--- config.mk ---
export PLATFORM = sky130hd
export DESIGN_NAME = sorted_set_union_intersect_diff
export DESIGN_NICKNAME = d
export VERILOG_FILES = /design/src/sv/ssuid_pkg.sv /design/src/sv/ssuid_datapath.sv /design/src/sv/ssuid_ctrl.sv /design/src/sv/sorted_set_union_intersect_diff.sv
export SDC_FILE = /design/constraint.sdc
export NUM_CORES = 1
export LEC_CHECK = 0
export BUFFER_PORTS_ARGS = -buffer_cell sky130_fd_sc_hd__buf_2
export CORE_MARGIN = 5
export CORE_UTILIZATION = 40
export CTS_CLUSTER_DIAMETER = 30
export CTS_CLUSTER_SIZE = 25
export DETAILED_ROUTE_END_ITERATION = 12
export HOLD_SLACK_MARGIN = 0.15
export PLACE_DENSITY = 0.54
export SLEW_MARGIN = 20
export SYNTH_ARGS = -nofsm -noshare
export SYNTH_HDL_FRONTEND = slang
export SYNTH_SLANG_ARGS = --single-unit
--- constraint.sdc ---
create_clock -name i_clk -period 6.3 [get_ports i_clk]
set_input_delay 1.89 -clock i_clk [delete_from_list [all_inputs] [get_ports i_clk]]
set_output_delay 1.89 -clock i_clk [all_outputs]
set_load 0.1 [all_outputs]
--- src/sv/ssuid_pkg.sv ---
// Shared constants, request and status codes, and controller/datapath interface types.
`default_nettype none

package ssuid_pkg;

    // Set sizing
    localparam int SET_CAPACITY = 16;
    localparam int VALUE_BITS   = 16;
    localparam int IDX_W        = (SET_CAPACITY > 1) ? $clog2(SET_CAPACITY) : 1;
    localparam int CNT_W        = $clog2(SET_CAPACITY + 1);

    // Port field widths
    localparam int REQ_W  = 3;
    localparam int ELEM_W = 16;
    localparam int STAT_W = 2;

    // Request codes
    localparam logic [REQ_W-1:0] REQ_INS_A = 3'd0;
    localparam logic [REQ_W-1:0] REQ_INS_B = 3'd1;
    localparam logic [REQ_W-1:0] REQ_UNION = 3'd2;
    localparam logic [REQ_W-1:0] REQ_INTER = 3'd3;
    localparam logic [REQ_W-1:0] REQ_DIFF  = 3'd4;
    localparam logic [REQ_W-1:0] REQ_CLEAR = 3'd5;

    // Status codes
    localparam logic [STAT_W-1:0] ST_OK    = 2'd0;
    localparam logic [STAT_W-1:0] ST_DUP   = 2'd1;
    localparam logic [STAT_W-1:0] ST_FULL  = 2'd2;
    localparam logic [STAT_W-1:0] ST_EMPTY = 2'd3;

    // Commands from controller to datapath
    typedef struct packed {
        logic              load;       // request accepted: latch value, reset walk
        logic              sel_b;      // insert targets set B (valid with load)
        logic              inc_i;
        logic              inc_j;
        logic              dec_sel;    // step selected index down
        logic              save_pos;   // pos <= selected index
        logic              load_shift; // pos <= selected index, index <= count - 1
        logic              wr_shift;   // set[idx + 1] <= set[idx]
        logic              wr_ins;     // set[pos] <= value, count + 1
        logic              clr_sets;
        logic              produce;    // push a result into the hold stage
        logic              take_b;     // result comes from B
        logic              flush;      // emit held result as last, or empty marker
        logic              answer;     // emit single insert/clear answer
        logic [STAT_W-1:0] ans_status;
    } t_cmd;

    // Status from datapath to controller
    typedef struct packed {
        logic             out_free;
        logic             i_end;
        logic             j_end;
        logic             a_lt_b;
        logic             b_lt_a;
        logic             a_eq_b;
        logic             sel_lt_v;
        logic             sel_eq_v;
        logic             sel_end;
        logic             sel_full;
        logic             at_pos;
        logic [CNT_W-1:0] cnt_a;
        logic [CNT_W-1:0] cnt_b;
    } t_sts;

endpackage

`default_nettype wire

--- src/sv/ssuid_datapath.sv ---
// Datapath: set memories, counts, walk indices, result hold stage and output register.
`default_nettype none

module ssuid_datapath import ssuid_pkg::*; (
    input  wire logic              i_clk,
    input  wire logic              i_rst_n,
    input  wire t_cmd              i_cmd,
    input  wire logic [ELEM_W-1:0] i_value,
    output t_sts                   o_sts,
    input  wire logic              i_out_ready,
    output logic                   o_out_valid,
    output logic [ELEM_W-1:0]      o_out_elem,
    output logic [STAT_W-1:0]      o_out_status,
    output logic                   o_out_last
);

    // Set storage
    logic signed [VALUE_BITS-1:0] mem_a [SET_CAPACITY];
    logic signed [VALUE_BITS-1:0] mem_b [SET_CAPACITY];

    logic [CNT_W-1:0]             r_cnt_a, r_cnt_b;
    logic [CNT_W-1:0]             r_idx_i, r_idx_j, r_pos;
    logic signed [VALUE_BITS-1:0] r_rd_a, r_rd_b, r_val, r_pend;
    logic                         r_sel_b, r_pend_valid;
    logic                         r_out_valid, r_out_last;
    logic [ELEM_W-1:0]            r_out_elem;
    logic [STAT_W-1:0]            r_out_status;

    logic [CNT_W-1:0]             cur_idx, cur_cnt;
    logic signed [VALUE_BITS-1:0] cur_rd, cand;
    logic                         wr_en;
    logic [IDX_W-1:0]             wr_addr;
    logic signed [VALUE_BITS-1:0] wr_data;
    logic                         emit;

    // Selected set for inserts
    assign cur_idx = r_sel_b ? r_idx_j : r_idx_i;
    assign cur_cnt = r_sel_b ? r_cnt_b : r_cnt_a;
    assign cur_rd  = r_sel_b ? r_rd_b  : r_rd_a;
    assign cand    = i_cmd.take_b ? r_rd_b : r_rd_a;

    // Write port: shift step or final insert
    always_comb begin
        wr_en   = i_cmd.wr_shift | i_cmd.wr_ins;
        wr_addr = i_cmd.wr_ins ? r_pos[IDX_W-1:0] : IDX_W'(cur_idx + 1'b1);
        wr_data = i_cmd.wr_ins ? r_val : cur_rd;
    end

    // Memories: one write, one registered read each
    always_ff @(posedge i_clk) begin
        if (wr_en && !r_sel_b) begin
            mem_a[wr_addr] <= wr_data;
        end
        r_rd_a <= mem_a[r_idx_i[IDX_W-1:0]];
    end

    always_ff @(posedge i_clk) begin
        if (wr_en && r_sel_b) begin
            mem_b[wr_addr] <= wr_data;
        end
        r_rd_b <= mem_b[r_idx_j[IDX_W-1:0]];
    end

    // Counts
    always_ff @(posedge i_clk) begin
        if (!i_rst_n || i_cmd.clr_sets) begin
            r_cnt_a <= '0;
            r_cnt_b <= '0;
        end else if (i_cmd.wr_ins) begin
            if (r_sel_b) begin
                r_cnt_b <= r_cnt_b + 1'b1;
            end else begin
                r_cnt_a <= r_cnt_a + 1'b1;
            end
        end
    end

    // Walk indices, insert position, latched request value
    always_ff @(posedge i_clk) begin
        if (i_cmd.load) begin
            r_idx_i <= '0;
            r_idx_j <= '0;
            r_sel_b <= i_cmd.sel_b;
            r_val   <= VALUE_BITS'(i_value);
        end else begin
            if (i_cmd.inc_i) r_idx_i <= r_idx_i + 1'b1;
            if (i_cmd.inc_j) r_idx_j <= r_idx_j + 1'b1;
            if (i_cmd.dec_sel) begin
                if (r_sel_b) r_idx_j <= r_idx_j - 1'b1;
                else         r_idx_i <= r_idx_i - 1'b1;
            end
            if (i_cmd.load_shift) begin
                if (r_sel_b) r_idx_j <= CNT_W'(r_cnt_b - 1'b1);
                else         r_idx_i <= CNT_W'(r_cnt_a - 1'b1);
            end
        end
        if (i_cmd.save_pos || i_cmd.load_shift) begin
            r_pos <= cur_idx;
        end
    end

    // Hold stage: one result kept back so the last one can be marked
    always_ff @(posedge i_clk) begin
        if (!i_rst_n || i_cmd.load || i_cmd.flush) begin
            r_pend_valid <= 1'b0;
        end else if (i_cmd.produce) begin
            r_pend_valid <= 1'b1;
        end
        if (i_cmd.produce) begin
            r_pend <= cand;
        end
    end

    // Output register
    assign emit = i_cmd.answer | i_cmd.flush | (i_cmd.produce & r_pend_valid);

    always_ff @(posedge i_clk) begin
        if (!i_rst_n) begin
            r_out_valid <= 1'b0;
        end else if (emit) begin
            r_out_valid <= 1'b1;
        end else if (i_out_ready) begin
            r_out_valid <= 1'b0;
        end
    end

    always_ff @(posedge i_clk) begin
        if (i_cmd.answer) begin
            r_out_elem   <= '0;
            r_out_status <= i_cmd.ans_status;
            r_out_last   <= 1'b1;
        end else if (i_cmd.flush) begin
            r_out_elem   <= r_pend_valid ? ELEM_W'(r_pend) : '0;
            r_out_status <= r_pend_valid ? ST_OK : ST_EMPTY;
            r_out_last   <= 1'b1;
        end else if (i_cmd.produce && r_pend_valid) begin
            r_out_elem   <= ELEM_W'(r_pend);
            r_out_status <= ST_OK;
            r_out_last   <= 1'b0;
        end
    end

    assign o_out_valid  = r_out_valid;
    assign o_out_elem   = r_out_elem;
    assign o_out_status = r_out_status;
    assign o_out_last   = r_out_last;

    // Status to controller
    always_comb begin
        o_sts.out_free = !r_out_valid || i_out_ready;
        o_sts.i_end    = r_idx_i >= r_cnt_a;
        o_sts.j_end    = r_idx_j >= r_cnt_b;
        o_sts.a_lt_b   = r_rd_a < r_rd_b;
        o_sts.b_lt_a   = r_rd_b < r_rd_a;
        o_sts.a_eq_b   = r_rd_a == r_rd_b;
        o_sts.sel_lt_v = cur_rd < r_val;
        o_sts.sel_eq_v = cur_rd == r_val;
        o_sts.sel_end  = cur_idx >= cur_cnt;
        o_sts.sel_full = cur_cnt >= CNT_W'(SET_CAPACITY);
        o_sts.at_pos   = cur_idx == r_pos;
        o_sts.cnt_a    = r_cnt_a;
        o_sts.cnt_b    = r_cnt_b;
    end

endmodule

`default_nettype wire

--- src/sv/ssuid_ctrl.sv ---
// Controller: sequences insert search/shift, merge walks and clear.
`default_nettype none

module ssuid_ctrl import ssuid_pkg::*; (
    input  wire logic             i_clk,
    input  wire logic             i_rst_n,
    input  wire logic             i_req_valid,
    input  wire logic [REQ_W-1:0] i_req_type,
    output logic                  o_req_ready,
    output t_cmd                  o_cmd,
    input  wire t_sts             i_sts
);

    localparam logic [3:0] S_IDLE   = 4'd0;
    localparam logic [3:0] S_SRCH_F = 4'd1;
    localparam logic [3:0] S_SRCH_A = 4'd2;
    localparam logic [3:0] S_SHFT_F = 4'd3;
    localparam logic [3:0] S_SHFT_A = 4'd4;
    localparam logic [3:0] S_INS_WR = 4'd5;
    localparam logic [3:0] S_CLR    = 4'd6;
    localparam logic [3:0] S_MRG_F  = 4'd7;
    localparam logic [3:0] S_MRG_A  = 4'd8;

    logic [3:0]       r_state, n_state;
    logic [REQ_W-1:0] r_req, n_req;
    logic             sel_b, match, keep;

    assign sel_b = (r_req == REQ_INS_B);
    assign match = !i_sts.j_end && i_sts.a_eq_b;
    assign keep  = (r_req == REQ_INTER) ? match : !match;

    always_ff @(posedge i_clk) begin
        if (!i_rst_n) begin
            r_state <= S_IDLE;
            r_req   <= REQ_INS_A;
        end else begin
            r_state <= n_state;
            r_req   <= n_req;
        end
    end

    always_comb begin
        n_state     = r_state;
        n_req       = r_req;
        o_cmd       = '0;
        o_req_ready = 1'b0;
        case (r_state)
            // Accept a request and dispatch by kind
            S_IDLE: begin
                o_req_ready = 1'b1;
                if (i_req_valid) begin
                    n_req       = i_req_type;
                    o_cmd.load  = 1'b1;
                    o_cmd.sel_b = (i_req_type == REQ_INS_B);
                    case (i_req_type) inside
                        REQ_INS_A, REQ_INS_B:           n_state = S_SRCH_F;
                        REQ_UNION, REQ_INTER, REQ_DIFF: n_state = S_MRG_F;
                        REQ_CLEAR:                      n_state = S_CLR;
                        default:                        n_state = S_IDLE;
                    endcase
                end
            end
            // Insert: linear search for the sorted position
            S_SRCH_F: n_state = S_SRCH_A;
            S_SRCH_A: begin
                if (i_sts.out_free) begin
                    if (!i_sts.sel_end && i_sts.sel_lt_v) begin
                        o_cmd.inc_i = !sel_b;
                        o_cmd.inc_j = sel_b;
                        n_state     = S_SRCH_F;
                    end else if (!i_sts.sel_end && i_sts.sel_eq_v) begin
                        o_cmd.answer     = 1'b1;
                        o_cmd.ans_status = ST_DUP;
                        n_state          = S_IDLE;
                    end else if (i_sts.sel_full) begin
                        o_cmd.answer     = 1'b1;
                        o_cmd.ans_status = ST_FULL;
                        n_state          = S_IDLE;
                    end else if (i_sts.sel_end) begin
                        o_cmd.save_pos = 1'b1;
                        n_state        = S_INS_WR;
                    end else begin
                        o_cmd.load_shift = 1'b1;
                        n_state          = S_SHFT_F;
                    end
                end
            end
            // Insert: move entries up one slot, top first
            S_SHFT_F: n_state = S_SHFT_A;
            S_SHFT_A: begin
                o_cmd.wr_shift = 1'b1;
                if (i_sts.at_pos) begin
                    n_state = S_INS_WR;
                end else begin
                    o_cmd.dec_sel = 1'b1;
                    n_state       = S_SHFT_F;
                end
            end
            S_INS_WR: begin
                if (i_sts.out_free) begin
                    o_cmd.wr_ins     = 1'b1;
                    o_cmd.answer     = 1'b1;
                    o_cmd.ans_status = ST_OK;
                    n_state          = S_IDLE;
                end
            end
            S_CLR: begin
                if (i_sts.out_free) begin
                    o_cmd.clr_sets   = 1'b1;
                    o_cmd.answer     = 1'b1;
                    o_cmd.ans_status = ST_OK;
                    n_state          = S_IDLE;
                end
            end
            // Merge walk over both sets
            S_MRG_F: n_state = S_MRG_A;
            S_MRG_A: begin
                if (i_sts.out_free) begin
                    n_state = S_MRG_F;
                    if (r_req == REQ_UNION) begin
                        if (i_sts.i_end && i_sts.j_end) begin
                            o_cmd.flush = 1'b1;
                            n_state     = S_IDLE;
                        end else if (i_sts.j_end || (!i_sts.i_end && i_sts.a_lt_b)) begin
                            o_cmd.produce = 1'b1;
                            o_cmd.inc_i   = 1'b1;
                        end else if (i_sts.i_end || i_sts.b_lt_a) begin
                            o_cmd.produce = 1'b1;
                            o_cmd.take_b  = 1'b1;
                            o_cmd.inc_j   = 1'b1;
                        end else begin
                            o_cmd.produce = 1'b1;
                            o_cmd.inc_i   = 1'b1;
                            o_cmd.inc_j   = 1'b1;
                        end
                    end else begin
                        if (i_sts.i_end) begin
                            o_cmd.flush = 1'b1;
                            n_state     = S_IDLE;
                        end else if (!i_sts.j_end && i_sts.b_lt_a) begin
                            o_cmd.inc_j = 1'b1;
                        end else begin
                            o_cmd.produce = keep;
                            o_cmd.inc_i   = 1'b1;
                        end
                    end
                end
            end
            default: n_state = S_IDLE;
        endcase
    end

endmodule

`default_nettype wire

--- src/sv/sorted_set_union_intersect_diff.sv ---
// Top level: two sorted bounded sets with insert, union, intersect, difference and clear.
// Usage:
//   Requests enter on the s_axis channel: tuser carries the request kind, tdata the
//   value to insert. Answers leave on the m_axis channel: tdata is the element, tuser
//   the status, tlast marks the final answer of a request.
//   Insert A/B returns one answer (ok, duplicate ignored or set full). Clear empties
//   both sets and returns one ok answer. Union, intersect and A minus B stream the
//   result set in ascending order; an empty result gives one answer flagged empty.
//   Unused request kinds return nothing.
//   One request is in work at a time; s_axis_tready is high only between requests.
//   Each memory has a registered read, so every search, shift or merge step is split
//   into a fetch state and an act state; a set operation takes up to the sum of both
//   counts in steps (32 results at most).
//   Answers sit in an output register; while one waits and m_axis_tready is low the walk
//   stalls, nothing is lost or repeated.
//   Synchronous active-low reset empties both sets and drops any pending answer;
//   stored values need no clearing since only entries below the counts are read.
`default_nettype none

module sorted_set_union_intersect_diff import ssuid_pkg::*; (
    input  wire logic              i_clk,
    input  wire logic              i_rst_n,
    input  wire logic              s_axis_tvalid,
    output logic                   s_axis_tready,
    input  wire logic [ELEM_W-1:0] s_axis_tdata,   // [15:0] value
    input  wire logic [REQ_W-1:0]  s_axis_tuser,   // [2:0] req_type
    output logic                   m_axis_tvalid,
    input  wire logic              m_axis_tready,
    output logic [ELEM_W-1:0]      m_axis_tdata,   // [15:0] element
    output logic [STAT_W-1:0]      m_axis_tuser,   // [1:0] status
    output logic                   m_axis_tlast
);

    t_cmd cmd;
    t_sts sts;

    ssuid_ctrl u_ctrl (
        .i_clk       (i_clk),
        .i_rst_n     (i_rst_n),
        .i_req_valid (s_axis_tvalid),
        .i_req_type  (s_axis_tuser),
        .o_req_ready (s_axis_tready),
        .o_cmd       (cmd),
        .i_sts       (sts)
    );

    ssuid_datapath u_dp (
        .i_clk        (i_clk),
        .i_rst_n      (i_rst_n),
        .i_cmd        (cmd),
        .i_value      (s_axis_tdata),
        .o_sts        (sts),
        .i_out_ready  (m_axis_tready),
        .o_out_valid  (m_axis_tvalid),
        .o_out_elem   (m_axis_tdata),
        .o_out_status (m_axis_tuser),
        .o_out_last   (m_axis_tlast)
    );

`ifndef SYNTHESIS
    // Counts never exceed capacity
    a_cnt_bound: assert property (@(posedge i_clk) disable iff (!i_rst_n)
        (sts.cnt_a <= CNT_W'(SET_CAPACITY)) && (sts.cnt_b <= CNT_W'(SET_CAPACITY)))
        else $error("set count above capacity");

    // An answer is only written when the output register can take it
    a_emit_free: assert property (@(posedge i_clk) disable iff (!i_rst_n)
        (cmd.answer || cmd.flush || cmd.produce) |-> sts.out_free)
        else $error("answer written into a busy output register");

    // A count only drops through a clear
    a_cnt_drop: assert property (@(posedge i_clk) disable iff (!i_rst_n)
        ($past(i_rst_n) && ((sts.cnt_a < $past(sts.cnt_a)) || (sts.cnt_b < $past(sts.cnt_b))))
        |-> $past(cmd.clr_sets))
        else $error("set count dropped without clear");
`endif

endmodule

`default_nettype wire
==> impl_metrics.py <==
metrics = {
    "final_layout": {
        "layout_common_cells": "edfxtp_1, mux4_2, clkbuf_16, dfxtp_1, inv_1",
        "multi_input_area_um2": 7500,
        "nets": 1646,
        "nFillCells": 5347,
        "seqCellArea_um2": 18200,
        "drive_gt1_share_pct": 34.6,
        "final_common_cell": "edfxtp_1",
        "postLayoutCellArea_um2": 32100,
        "area_delta_synth_final_pct": 23.3,
        "num_antenna_cells": 0,
        "utilization_pct": 49.8,
    },
    "synthesis": {
        "postSynthAreaPerCell_um2": 18.4,
        "syn_area_um2": 26000,
        "synth_compound_area_share_pct": 3.55,
        "synth_top_area_share_pct": 63.6,
        "yosys_most_used_dff": "edfxtp_1",
        "synthMuxAreaShare_pct": 16.7,
        "synthSimpleGateAreaFrac_pct": 4.44,
        "yosysTopAreaCell": "edfxtp_1",
        "async_flop_share_pct": 0,
        "yosysSeqAreaShare_pct": 69.6,
        "synth_area_leaders": "edfxtp_1, mux4_2, dfxtp_1",
        "yosys_warnings": 0,
        "synth_top_family_by_area": "multiplexers",
        "synthAdderAreaFrac_pct": 2.74,
        "synth-edff-count": 552,
        "synth_xor_area_share_pct": 0.966,
        "syn-num-nets": 1492,
        "netlist_instances": 1412,
        "synth_seq_cells": 630,
        "ys_types": 79,
    },
    "cts": {
        "cts_buffer_depth": 3,
        "cts_tree": "yes",
        "htreeDepth": 4,
        "cts_hold_buf": 0,
        "cts_made_buffers": 131,
        "post-cts-setup-buffer-count": 0,
        "cts-root-buf": "clkbuf_16",
        "clk_pin_slew_ps": 40,
        "cts.sinks": 630,
        "insertion_delay_ps": 690,
        "ctsResizeCount": 0,
    },
    "setup_path": {
        "worst_ep_required_time_ps": 6690,
        "r2r-start": "u_dp.r_sel_b$_SDFFCE_PN0P_",
        "path_cells": "buf_4, mux2_2, ha_1, nand3_4, nor4_2, a21boi_4, nor3_4, xnor2_2, a22oi_2, a221oi_4, inv_1",
        "cp-start-kind": "flip-flop",
        "startpoint": "u_dp.r_sel_b$_SDFFCE_PN0P_",
        "crit_path_end_kind": "flip-flop",
        "crit_buf_inv": 2,
        "reg2reg_to": "u_dp.o_out_status[1]$_DFFE_PP_",
        "cp.arrival_ps": 5060,
        "endpoint": "u_dp.o_out_status[1]$_DFFE_PP_",
        "critPathSlowestCell": "a221oi_4",
        "r2r_slack_ps": 1630,
        "slowest_delay_ps": 880,
        "crit_fanout": 25,
        "reg2regPathDepth": 11,
        "crit_type": "reg -> reg",
        "crit_cells": 11,
        "path_delay_family": "compound AO/OA/AOI/OAI gates",
    },
    "timing": {
        "worst_slew_pin_slew_ps": 1100,
        "whs_ps": 457,
        "rsz0062_at_grt": "no",
        "fin_worst_skew_ps": 29.6,
        "finalSetupViolations": 0,
        "maxSlewHeadroom_pct": 26.9,
        "drv_slew": 0,
        "min_period_ps": 4670,
        "max_clock_freq_mhz": 214,
        "timing.final.crit_share_pct": 74.2,
        "hold_viol_final": 0,
        "finalSetupTns_ps": 0,
    },
    "placed_design": {
        "placed_cell_area_um2": 27500,
        "gp_congestion": 0.892,
        "place_hpwl_um": 38900,
        "port_buffers": 43,
    },
    "detailed_routing": {
        "wl_met2_um": 29800,
        "routed_wl_um": 63800,
        "routedWlPerCell_um": 25.2,
        "drc_errors": 0,
        "met3WireLength_um": 3880,
        "drt_pass1_iterations": 5,
        "drtIter0Drc": 1202,
        "ant_nets": 0,
        "wl_met1_um": 29000,
        "via_count": 13810,
        "vias_per_cell": 5.46,
        "route.top_layer_used": "met4",
    },
    "power": {
        "peakVddDrop_v": 0.000196,
        "totalPowerFinal_uw": 16400,
        "p_leak_uw": 0.0109,
        "powerDensity_nw_per_um2": 510,
    },
    "outcome": {
        "status": "completed",
    },
    "floorplan": {
        "die_w_um": 265,
        "fp-row-count": 93,
        "ios": 44,
        "die-area_um2": 70300,
        "start_util_pct": 40.4,
        "die_h_um": 265,
        "core_um2": 64500,
    },
    "grt": {
        "antenna_found_initial": 1,
        "grt_pass1_wl_um": 96100,
        "grt_max_degree": 65,
        "grtUsageTotal_pct": 18.4,
        "grt_pass1_vias": 14446,
        "grt_overflow_total": 0,
    },
    "hold_path": {
        "hp-class": "reg -> reg",
    },
    "job": {
        "drv_cap": 0,
    },
}
## how the worst min path moves through the flow
stage | start | end | cells after the start
3_5_place_dp | u_dp.r_pend[7]$_DFFE_PN_ | u_dp.o_out_elem[7]$_SDFFE_PN0P_ | 1
3_3_place_gp | u_dp.r_pend[12]$_DFFE_PN_ | u_dp.o_out_elem[12]$_SDFFE_PN0P_ | 1
2_1_floorplan | u_dp.r_pend[10]$_DFFE_PN_ | u_dp.o_out_elem[10]$_SDFFE_PN0P_ | 1
4_1_cts | u_dp.r_pend[8]$_DFFE_PN_ | u_dp.o_out_elem[8]$_SDFFE_PN0P_ | 1
6_report | u_dp.r_pend[8]$_DFFE_PN_ | u_dp.o_out_elem[8]$_SDFFE_PN0P_ | 1
5_1_grt | u_dp.r_pend[14]$_DFFE_PN_ | u_dp.o_out_elem[14]$_SDFFE_PN0P_ | 1
## power breakdown
| part | switching (uW) | internal [uW] |
|---|---|---|
| sequential | 287 | 5370 |
| combinational | 2180 | 1400 |
| clock | 2210 | 4930 |
## registers in the layout, indices dropped and copies added (netlist names)
register,flops
u_dp.mem_a,256
u_dp.mem_b,256
u_dp.o_out_elem,16
u_dp.r_pend,16
u_dp.r_rd_a,16
u_dp.r_rd_b,16
u_dp.r_val,16
u_dp.r_cnt_a,5
u_dp.r_cnt_b,5
u_dp.r_idx_i,5
u_dp.r_idx_j,5
u_dp.r_pos,5
u_ctrl.r_state,4
u_ctrl.r_req,3
u_dp.o_out_status,2
u_dp.o_out_last,1
u_dp.o_out_valid,1
u_dp.r_pend_valid,1
u_dp.r_sel_b,1
## worst register-to-register path: stages (launching register included)
cell	delay (ps)
edfxtp_1	790
buf_4	490
mux2_2	410
ha_1	310
nand3_4	80
nor4_2	460
a21boi_4	310
nor3_4	100
xnor2_2	230
a22oi_2	160
a221oi_4	880
inv_1	170
## synth_stat cells (7+ instances only)
cell type and number:
mux4_2 160, nand3_1 22, a21oi_1 27, edfxtp_1 552, inv_1 58, clkbuf_1 30
o21ai_0 14, nor2_1 68, mux2_2 52, nand2_1 47, xnor2_1 22, nor2b_1 8
dfxtp_1 78, ha_1 57, a22o_2 11, nand4_1 15, mux2i_1 10, nor3_1 17
or3_1 7, buf_1 21
## routing by layer
layer | global-route usage (%) | up-vias
met5 | 0 | -
met4 | 5.47 | 0
met3 | 4.62 | 93
met2 | 28.5 | 437
met1 | 26.2 | 7216
li1 | - | 6064
## metrics by stage
stage	setup WS, ps	cells
after floorplan	1570	1412
after global placement	1380	2288
final	1630	2530
after global routing	1390	2530
after detailed placement	1340	2288
after CTS	1660	2530
## area by class of cell
type / count / share of cell area, %
flip-flops and latches: 630 / 56.5
multi-input cells: 660 / 23.3
clock buffers: 160 / 11.0
clock inverters: 82 / 3.48
well taps: 855 / 3.33
repair buffers: 82 / 1.58
inverters: 61 / 0.713
## cells by family after synthesis
logic type	count (synthesis)
buffers and inverters	122
AO/OA/AOI/OAI	122
AND/OR/NAND/NOR	228
adder cells (fa/ha/maj)	57
flip-flops	630
multiplexers	226
XOR/XNOR	27
No activity file was read; power rests on OpenSTA's default activity.
